**config.mk**
```make
export PLATFORM = sky130hd
export DESIGN_NAME = sph_harmonic_diag_operator
export DESIGN_NICKNAME = d
export VERILOG_FILES = /design/src/hdl/shd_pkg.sv /design/src/hdl/shd_lane.sv /design/src/hdl/shd_index.sv /design/src/hdl/sph_harmonic_diag_operator.sv
export SDC_FILE = /design/constraint.sdc
export NUM_CORES = 1
export LEC_CHECK = 0
export BUFFER_PORTS_ARGS = -buffer_cell sky130_fd_sc_hd__buf_2
export CORE_ASPECT_RATIO = 1.75
export CORE_MARGIN = 2
export CORE_UTILIZATION = 57
export CTS_BUF_LIST = sky130_fd_sc_hd__clkbuf_4 sky130_fd_sc_hd__clkbuf_8
export DETAILED_ROUTE_END_ITERATION = 6
export PLACE_DENSITY_LB_ADDON = 0.1
export SLEW_MARGIN = 20
export SYNTH_ARGS = -nofsm -noshare
export SYNTH_HDL_FRONTEND = slang
export SYNTH_SLANG_ARGS = --single-unit
```
**constraint.sdc**
```tcl
create_clock -name clk -period 9.3 [get_ports clk]
set_clock_uncertainty 0.15 [all_clocks]
set_input_delay 0.465 -clock clk [delete_from_list [all_inputs] [get_ports clk]]
set_output_delay 0.465 -clock clk [all_outputs]
set_load 0.1 [all_outputs]
```
**src/hdl/shd_pkg.sv**
```systemverilog
// ----------------------------------------------------------------------------
// shd_pkg
// Types and constants shared by the spherical-harmonic diagonal operator.
// ----------------------------------------------------------------------------
`timescale 1ns / 1ps

package shd_pkg;

    localparam int DEG_W  = 6;
    localparam int ORD_W  = 7;
    localparam int KMAG_W = 12;   // |l(l+1)| <= 4032

    localparam logic [1:0] REG_DEGREE_LIMIT = 2'd0;
    localparam logic [1:0] REG_ZONAL_ONLY   = 2'd1;
    localparam logic [1:0] REG_OPERATION    = 2'd2;

    typedef enum logic [1:0] {
        OP_AZIMUTH     = 2'd0,
        OP_LAPLACE     = 2'd1,
        OP_INV_LAPLACE = 2'd2,
        OP_PASS        = 2'd3
    } op_t;

    typedef enum logic [1:0] {
        ST_IDLE = 2'd0,
        ST_MUL  = 2'd1,
        ST_DIV  = 2'd2,
        ST_DONE = 2'd3
    } state_t;

    typedef struct packed {
        logic load;
        logic step;
        logic div;
        logic zero;
        logic kbit;
    } lane_ctrl_t;

    typedef struct packed {
        logic [DEG_W-1:0] degree;
        logic [ORD_W-1:0] order;
        logic             last;
    } idx_tag_t;

endpackage

```
**src/hdl/shd_lane.sv**
```systemverilog
// ----------------------------------------------------------------------------
// shd_lane
// One arithmetic lane: shift-add multiply with saturation, or restoring
// divide, one step per cycle on a single shared adder.
// ----------------------------------------------------------------------------
`timescale 1ns / 1ps

module shd_lane #(
    parameter int COEFF_WIDTH = 32
) (
    input  logic                             clk,
    input  shd_pkg::lane_ctrl_t              ctrl,
    input  logic signed [COEFF_WIDTH-1:0]    x,
    input  logic                             kneg,
    input  logic [shd_pkg::KMAG_W-1:0]       kmag,
    output logic signed [COEFF_WIDTH-1:0]    result,
    output logic                             sat
);

    localparam int KW = shd_pkg::KMAG_W;
    localparam int AW = COEFF_WIDTH + KW;
    localparam logic [AW-1:0] HALF = AW'(1) << (COEFF_WIDTH - 1);
    localparam logic [COEFF_WIDTH-1:0] HI = {1'b0, {(COEFF_WIDTH-1){1'b1}}};
    localparam logic [COEFF_WIDTH-1:0] LO = {1'b1, {(COEFF_WIDTH-1){1'b0}}};

    logic [AW-1:0] acc_reg, acc_next;
    logic [AW-1:0] sh_reg, sh_next;
    logic          xneg_reg, kneg_reg, div_reg, zero_reg;

    logic [COEFF_WIDTH-1:0] x_u, xmag;
    logic [KW:0]            rem_sh;
    logic [AW-1:0]          op_a, op_b, sum;
    logic                   cin, fits, neg;
    logic [COEFF_WIDTH-1:0] q;

    assign x_u    = x;
    assign xmag   = x_u[COEFF_WIDTH-1] ? (~x_u + 1'b1) : x_u;
    assign rem_sh = {acc_reg[KW-1:0], sh_reg[COEFF_WIDTH-1]};

    // shared adder: accumulate in multiply, trial subtract in divide
    always_comb
    begin
        if (div_reg)
        begin
            op_a = AW'(rem_sh);
            op_b = ~AW'(kmag);
            cin  = 1'b1;
        end
        else
        begin
            op_a = acc_reg;
            op_b = ctrl.kbit ? sh_reg : '0;
            cin  = 1'b0;
        end
    end

    assign sum  = op_a + op_b + AW'(cin);
    assign fits = !sum[AW-1];

    always_comb
    begin
        acc_next = acc_reg;
        sh_next  = sh_reg;
        if (ctrl.load)
        begin
            acc_next = '0;
            sh_next  = AW'(xmag);
        end
        else if (ctrl.step)
        begin
            if (div_reg)
            begin
                acc_next = fits ? sum : AW'(rem_sh);
                sh_next  = {sh_reg[AW-2:0], fits};
            end
            else
            begin
                acc_next = sum;
                sh_next  = sh_reg << 1;
            end
        end
    end

    always_ff @(posedge clk)
    begin
        acc_reg <= acc_next;
        sh_reg  <= sh_next;
        if (ctrl.load)
        begin
            xneg_reg <= x_u[COEFF_WIDTH-1];
            kneg_reg <= kneg;
            div_reg  <= ctrl.div;
            zero_reg <= ctrl.zero;
        end
    end

    assign neg = xneg_reg ^ kneg_reg;
    assign q   = sh_reg[COEFF_WIDTH-1:0];

    always_comb
    begin
        sat    = 1'b0;
        result = '0;
        if (zero_reg)
        begin
            result = '0;
        end
        else if (div_reg)
        begin
            // out = -(x / k), k > 0
            result = xneg_reg ? q : (~q + 1'b1);
        end
        else if (!neg)
        begin
            sat    = acc_reg >= HALF;
            result = sat ? HI : acc_reg[COEFF_WIDTH-1:0];
        end
        else
        begin
            sat    = acc_reg > HALF;
            result = sat ? LO : (~acc_reg[COEFF_WIDTH-1:0] + 1'b1);
        end
    end

endmodule

```
**src/hdl/shd_index.sv**
```systemverilog
// ----------------------------------------------------------------------------
// shd_index
// Degree and order tracking in storage order, with range repair and the
// last mark of the coefficient set.
// ----------------------------------------------------------------------------
`timescale 1ns / 1ps

module shd_index #(
    parameter int MAX_DEGREE = 63
) (
    input  logic                        clk,
    input  logic                        rst_n,
    input  logic                        advance,
    input  logic [shd_pkg::DEG_W-1:0]   degree_limit,
    input  logic                        zonal_only,
    output shd_pkg::idx_tag_t           tag
);

    localparam int DW = shd_pkg::DEG_W;
    localparam int OW = shd_pkg::ORD_W;

    logic [DW-1:0] deg_reg, deg_next;
    logic [OW-1:0] ord_reg, ord_next;

    logic [DW-1:0] lim;
    logic [OW-1:0] lim_x, ord_abs;
    logic          bad;
    logic [DW-1:0] l;
    logic [OW-1:0] m;
    logic [OW:0]   nm_wide;

    assign lim = (int'(degree_limit) > MAX_DEGREE) ? DW'(MAX_DEGREE) : degree_limit;
    assign lim_x   = {1'b0, lim};
    assign ord_abs = ord_reg[OW-1] ? (~ord_reg + 1'b1) : ord_reg;

    assign bad = ({1'b0, deg_reg} > lim_x) || (ord_abs > lim_x) ||
                 ({1'b0, deg_reg} < ord_abs) || (zonal_only && (ord_reg != '0));

    assign l = bad ? '0 : deg_reg;
    assign m = bad ? '0 : ord_reg;

    assign nm_wide = {m[OW-1], m} + 1'b1;

    always_comb
    begin
        ord_next = m;
        deg_next = l;
        if (l < lim)
        begin
            deg_next = l + 1'b1;
            ord_next = m;
        end
        else if (zonal_only)
        begin
            deg_next = '0;
            ord_next = '0;
        end
        else
        begin
            // past the top of a non-negative order: wrap to -L
            if (!m[OW-1] && ($signed(nm_wide) > $signed({1'b0, lim_x})))
                ord_next = (lim == '0) ? '0 : (~lim_x + 1'b1);
            else
                ord_next = nm_wide[OW-1:0];
            deg_next = ord_next[OW-1] ? DW'(~ord_next + 1'b1) : DW'(ord_next);
        end
    end

    always_ff @(posedge clk or negedge rst_n)
    begin
        if (!rst_n)
        begin
            deg_reg <= '0;
            ord_reg <= '0;
        end
        else if (advance)
        begin
            deg_reg <= deg_next;
            ord_reg <= ord_next;
        end
    end

    assign tag.degree = l;
    assign tag.order  = m;
    assign tag.last   = (deg_next == '0) && (ord_next == '0);

endmodule

```
**src/hdl/sph_harmonic_diag_operator.sv**
```systemverilog
// ----------------------------------------------------------------------------
// sph_harmonic_diag_operator
// Diagonal operators on complex spherical-harmonic coefficients.
// ----------------------------------------------------------------------------
// Each word is one complex coefficient in storage order; the block tags it
// with its degree, order and last mark and applies the azimuthal derivative,
// the Laplacian, the inverse Laplacian or a pass-through. Both parts run in
// parallel on two lanes of a one-bit-per-cycle shift-add / restoring-divide
// unit. A multiplying operation takes 12 shift-add steps per word over the
// multiplier bits of l(l+1) or m. The inverse Laplacian takes COEFF_WIDTH
// restoring-divide steps, one quotient bit per cycle; at degree 0 it skips
// the steps and gives zero. A result register holds the finished word so
// the next word can be accepted while it waits.
// ----------------------------------------------------------------------------
`timescale 1ns / 1ps

module sph_harmonic_diag_operator #(
    parameter int MAX_DEGREE  = 63,
    parameter int COEFF_WIDTH = 32
) (
    input  logic                              clk,
    input  logic                              rst_n,
    input  logic                              cfg_we,
    input  logic [1:0]                        cfg_index,
    input  logic [shd_pkg::DEG_W-1:0]         cfg_data,
    input  logic                              in_valid,
    output logic                              in_ready,
    input  logic signed [COEFF_WIDTH-1:0]     coeff_re,
    input  logic signed [COEFF_WIDTH-1:0]     coeff_im,
    output logic                              out_valid,
    input  logic                              out_ready,
    output logic signed [COEFF_WIDTH-1:0]     out_re,
    output logic signed [COEFF_WIDTH-1:0]     out_im,
    output logic [shd_pkg::DEG_W-1:0]         degree,
    output logic [shd_pkg::ORD_W-1:0]         order,
    output logic                              last,
    output logic                              saturated
);

    localparam int KW = shd_pkg::KMAG_W;
    localparam int DW = shd_pkg::DEG_W;
    localparam int OW = shd_pkg::ORD_W;
    localparam int CW = $clog2(COEFF_WIDTH + 1);

    logic [DW-1:0] degree_limit_reg;
    logic          zonal_only_reg;
    logic [1:0]    operation_reg;

    shd_pkg::state_t    state_reg, state_next;
    logic [CW-1:0]      cnt_reg, cnt_next;
    logic [KW-1:0]      kshift_reg;
    shd_pkg::idx_tag_t  tag_reg;
    shd_pkg::idx_tag_t  cur_tag;
    shd_pkg::lane_ctrl_t ctrl;

    logic                   out_valid_reg;
    logic [COEFF_WIDTH-1:0] out_re_reg, out_im_reg;
    logic                   sat_reg;

    logic                   accept, load_out;
    shd_pkg::op_t           op;
    logic signed [COEFF_WIDTH-1:0] src_a, src_b;
    logic                   kneg_a, kneg_b, acc_div, acc_zero;
    logic [KW-1:0]          acc_kmag, lprod;
    logic [OW-1:0]          m_abs;
    logic signed [COEFF_WIDTH-1:0] res_a, res_b;
    logic                   sat_a, sat_b;

    assign in_ready = (state_reg == shd_pkg::ST_IDLE);
    assign accept   = in_valid && in_ready;

    // configuration registers
    always_ff @(posedge clk or negedge rst_n)
    begin
        if (!rst_n)
        begin
            degree_limit_reg <= '0;
            zonal_only_reg   <= 1'b0;
            operation_reg    <= '0;
        end
        else if (cfg_we)
        begin
            case (cfg_index)
                shd_pkg::REG_DEGREE_LIMIT: degree_limit_reg <= cfg_data;
                shd_pkg::REG_ZONAL_ONLY:   zonal_only_reg   <= cfg_data[0];
                shd_pkg::REG_OPERATION:    operation_reg    <= cfg_data[1:0];
                default: ;
            endcase
        end
    end

    shd_index #(
        .MAX_DEGREE(MAX_DEGREE)
    ) u_index (
        .clk          (clk),
        .rst_n        (rst_n),
        .advance      (accept),
        .degree_limit (degree_limit_reg),
        .zonal_only   (zonal_only_reg),
        .tag          (cur_tag)
    );

    // operand setup for the word being accepted
    assign op    = shd_pkg::op_t'(operation_reg);
    assign m_abs = cur_tag.order[OW-1] ? (~cur_tag.order + 1'b1) : cur_tag.order;
    assign lprod = KW'({{(KW-DW){1'b0}}, cur_tag.degree} *
                       ({{(KW-DW){1'b0}}, cur_tag.degree} + 1'b1));

    always_comb
    begin
        src_a    = coeff_re;
        src_b    = coeff_im;
        kneg_a   = 1'b0;
        kneg_b   = 1'b0;
        acc_div  = 1'b0;
        acc_zero = 1'b0;
        acc_kmag = KW'(1);
        case (op)
            shd_pkg::OP_AZIMUTH:
            begin
                // re' = -m * im, im' = m * re
                src_a    = coeff_im;
                src_b    = coeff_re;
                acc_kmag = KW'(m_abs);
                kneg_a   = !cur_tag.order[OW-1];
                kneg_b   = cur_tag.order[OW-1];
            end
            shd_pkg::OP_LAPLACE:
            begin
                acc_kmag = lprod;
                kneg_a   = 1'b1;
                kneg_b   = 1'b1;
            end
            shd_pkg::OP_INV_LAPLACE:
            begin
                acc_kmag = lprod;
                acc_div  = 1'b1;
                acc_zero = (cur_tag.degree == '0);
            end
            shd_pkg::OP_PASS:
            begin
                acc_kmag = KW'(1);
            end
            default:
            begin
                acc_kmag = KW'(1);
            end
        endcase
    end

    // sequencer
    always_comb
    begin
        state_next = state_reg;
        cnt_next   = cnt_reg;
        ctrl       = '0;
        load_out   = 1'b0;
        case (state_reg)
            shd_pkg::ST_IDLE:
            begin
                if (in_valid)
                begin
                    ctrl.load = 1'b1;
                    ctrl.div  = acc_div;
                    ctrl.zero = acc_zero;
                    cnt_next  = acc_div ? CW'(COEFF_WIDTH) : CW'(KW);
                    if (acc_zero)
                        state_next = shd_pkg::ST_DONE;
                    else if (acc_div)
                        state_next = shd_pkg::ST_DIV;
                    else
                        state_next = shd_pkg::ST_MUL;
                end
            end
            shd_pkg::ST_MUL, shd_pkg::ST_DIV:
            begin
                ctrl.step = 1'b1;
                ctrl.kbit = kshift_reg[0];
                cnt_next  = cnt_reg - 1'b1;
                if (cnt_reg == CW'(1))
                    state_next = shd_pkg::ST_DONE;
            end
            shd_pkg::ST_DONE:
            begin
                if (!out_valid_reg || out_ready)
                begin
                    load_out   = 1'b1;
                    state_next = shd_pkg::ST_IDLE;
                end
            end
            default:
            begin
                state_next = shd_pkg::ST_IDLE;
            end
        endcase
    end

    always_ff @(posedge clk or negedge rst_n)
    begin
        if (!rst_n)
        begin
            state_reg     <= shd_pkg::ST_IDLE;
            cnt_reg       <= '0;
            out_valid_reg <= 1'b0;
        end
        else
        begin
            state_reg <= state_next;
            cnt_reg   <= cnt_next;
            if (load_out)
                out_valid_reg <= 1'b1;
            else if (out_ready)
                out_valid_reg <= 1'b0;
        end
    end

    // multiplier bits shift out during multiply; held as divisor in divide
    always_ff @(posedge clk)
    begin
        if (accept)
        begin
            kshift_reg <= acc_kmag;
            tag_reg    <= cur_tag;
        end
        else if (state_reg == shd_pkg::ST_MUL)
        begin
            kshift_reg <= kshift_reg >> 1;
        end

        if (load_out)
        begin
            out_re_reg <= res_a;
            out_im_reg <= res_b;
            sat_reg    <= sat_a || sat_b;
            degree     <= tag_reg.degree;
            order      <= tag_reg.order;
            last       <= tag_reg.last;
        end
    end

    shd_lane #(
        .COEFF_WIDTH(COEFF_WIDTH)
    ) u_lane_re (
        .clk    (clk),
        .ctrl   (ctrl),
        .x      (src_a),
        .kneg   (kneg_a),
        .kmag   (kshift_reg),
        .result (res_a),
        .sat    (sat_a)
    );

    shd_lane #(
        .COEFF_WIDTH(COEFF_WIDTH)
    ) u_lane_im (
        .clk    (clk),
        .ctrl   (ctrl),
        .x      (src_b),
        .kneg   (kneg_b),
        .kmag   (kshift_reg),
        .result (res_b),
        .sat    (sat_b)
    );

    assign out_valid = out_valid_reg;
    assign out_re    = out_re_reg;
    assign out_im    = out_im_reg;
    assign saturated = sat_reg;

endmodule

```
==> results.yml <==
outcome:
  status: "finished, final reports clean"
layout:
  fin_cells: 3777
  nets: 3417
  area_growth_pct: 9.08
  drive_gt1_share_pct: 11.5
  nFillCells: 4017
setup_path:
  critPathRequiredTime_ns: 9.53
  critPathMaxFanout: 10
  worstPathArrival_ns: 8.47
  cp_slowest_cell: "nor4_4"
  crit_top_cell: "ha_1"
  crit_family: "adder cells"
  end_kind: "flip-flop"
  crit_type: "flip-flop to flip-flop"
  crit_buf_inv: 5
  cpPeakStageDelay_ns: 0.58
  start_kind: "flip-flop"
synth:
  synth_top_area_share_pct: 20.2
  syn-num-nets: 3343
  synth.distinct_cells: 82
  synthArstFlopShare_pct: 9.75
  synth_area_mm2: 0.0260
  synth_edf_count: 175
  yosysWarnings: 0
  ys_top_cells_by_area: "edfxtp_1 (20%), dfxtp_1 (8.6%), ha_1 (7.8%)"
  synth_flop_cell: "edfxtp_1"
  synth.avg_cell_area_um2: 8.43
  synth_seq_area_share_pct: 31.8
  synth_seq_cells: 318
  synth_top_area_cell: "edfxtp_1"
  synth_cells: 3082
global_routing:
  grt_pass1_wl_um: 130000
  grt_usage_pct: 35.6
  grt_max_degree: 105
  grt_pass1_vias: 23900
  antenna_found_initial: 4
  grt_overflow: 0
sta:
  tightest_slew_ns: 1.08
  max_freq_ghz: 0.121
  fin_tns_setup_ns: 0
  hold_viol: 0
  max-slew-margin-rel_pct: 28.0
  whs_ns: 0.0458
  period_needed_ns: 8.24
  rsz0062_at_grt: "false"
  period_share_pct: 88.6
  setup_viol: 0
  drv_slew: 0
  final.setup.worst_slack_ns: 1.06
clocking:
  postCtsSetupBuffers: 0
  cts_tree: "yes"
  hold_buffers: 8
  clk_latency_ns: 0.64
  cts.sinks: 318
  htree_levels: 2
  post_cts_resized: 0
  cts_buffers: 51
  clockBufferDepth: 3
  cts_root_buf: "clkbuf_8"
  clkTransAtPathRegs_ns: 0.07
pwr:
  internal_power_mw: 5.39
  p_comb_share_pct: 61.4
  ir_worst_vdd_mv: 0.378
  p_seq_share_pct: 26.7
  clkPwrFrac_pct: 11.9
  p_leak_nw: 12.2
  power_per_cell_area_mw_per_mm2: 403
  swShare_pct: 52.8
  power_switching_mw: 6.04
place:
  place_hpwl_um: 65500
  place_ws_ns: 1.15
  place.gp.congestion: 0.981
  placedCellCount: 3672
  io_buffers: 157
die:
  fp.coreArea_mm2: 0.0451
  die_height_um: 286
  start_util_pct: 57.6
  die_w_um: 165
  dieArea_mm2: 0.0474
  rows: 103
  top_level_ports: 158
route:
  dr.pass1.iters: 6
  dr_total_vias: 24200
  drc: 0
  vias_per_cell: 6.40
  drtIter0Drc: 1866
  wl_per_cell_um: 22.8
  ant_nets: 0
  wirelength_um: 85900
hold_path:
  min_path_type: "input pin to flip-flop"
flow_run:
  maxCapViolations: 0
[final cells by class]
class,count,area [um2],area share (%)
Multi-Input combinational cell,2469,16700,58.8
Sequential cell,318,8270,29.2
Timing Repair Buffer,196,1100,3.88
Clock buffer,72,916,3.23
Tap cell,577,722,2.55
Inverter,120,450,1.59
Clock inverter,23,213,0.751
Antenna cell,2,5.00,0.0177
[layout by cell type, fill, tap and decap left out, types with 37 or more instances in the layout]
master    synthesis  final
nand2_1         361    360
o21ai_0         238    238
a21oi_1         235    232
nor2_1          230    229
edfxtp_1        175    175
ha_1            161    159
buf_2            18    157
xnor2_1         151    151
inv_1           119    116
dfxtp_1         112    112
mux2i_1         102    101
a21o_1           92     92
nor2b_1          84     84
xor2_1           72     72
nor3_1           69     69
a22o_1           61     61
clkbuf_8          0     60
a221oi_1         48     48
nand3_1          43     43
nand2b_1         37     37
and3_1           37     37
[path summary, 6_finish.rpt]
check,start,endpoint,slack (ns),cells after the start
setup reg to reg,u_index.ord_reg[0]$_DFFE_PN0P_,kshift_reg[11]$_SDFFCE_PN0P_,1.06,32
max in group asynchronous,rst_n,u_index.deg_reg[2]$_DFFE_PN0P_,8.18,2
setup / recovery,u_index.ord_reg[0]$_DFFE_PN0P_,kshift_reg[11]$_SDFFCE_PN0P_,1.06,32
hold reg to reg,tag_reg[8]$_DFFE_PP_,degree[0]$_DFFE_PP_,0.26,0
hold / removal,in_valid,cnt_reg[4]$_DFFE_PN0P_,0.05,5
min in group asynchronous,rst_n,state_reg[1]$_DFFE_PN0P_,0.28,2
[kinds of logic after synthesis]
family | share of synthesized area, %
buffers and inverters | 4.35
muxes | 5.27
AOI/OAI and AO/OA | 22.1
xor gates and xnor gates | 7.52
DFF | 31.8
adders and majority gates | 9.53
and+or+nand+nor | 19.4
[per-layer routing]
metal,vias to the layer above,track usage (%),part of all wire (%)
met5,-,0,0.023
met4,4,29.3,9.8
met3,370,4.86,5.1
met2,936,64.2,51
met1,11500,35.7,34
li1,11300,-,-
[synth_stat cells, drive strengths merged (32+ instances only)]
master / count
xor2: 72
nor2b: 84
a221oi: 49
edfxtp: 175
ha: 161
a21oi: 237
nand2b: 37
inv: 119
nor3: 73
a211oi: 32
mux2i: 102
dfxtp: 112
clkbuf: 148
a21o: 93
nand2: 364
nand3: 43
nor2: 230
xnor2: 151
and3: 38
a22o: 61
o21ai: 245
[power groups by stage]
stage	Clock [mW]	Combinational [mW]	Sequential, mW
6_report	1.36	7.02	3.05
5_1_grt	1.44	7.57	3.12
4_1_cts	1.38	6.96	3.02
3_5_place_dp	0	6.92	3.04
3_3_place_gp	0	6.81	3.03
2_1_floorplan	0	4.45	3.62
[per-stage QoR]
| stage | util [%] | total power, mW | cell area [um2] |
|---|---|---|---|
| after floorplan | - | 8.07 | 26000 |
| after global placement | 60.1 | 9.84 | 27100 |
| after detailed placement | 60.1 | 9.97 | 27100 |
| after CTS | 62.8 | 11.4 | 28300 |
| after global routing | 62.8 | 12.1 | 28300 |
| final | 62.8 | 11.4 | 28300 |
[tightest hold or removal path: cells and delay by family]
family / cells / cell delay [ns]
AOI/OAI and AO/OA: 1 / 0.06
buffers and inverters: 1 / 0.12
and+or+nand+nor: 3 / 0.16
(Power assumes the default switching activity.)
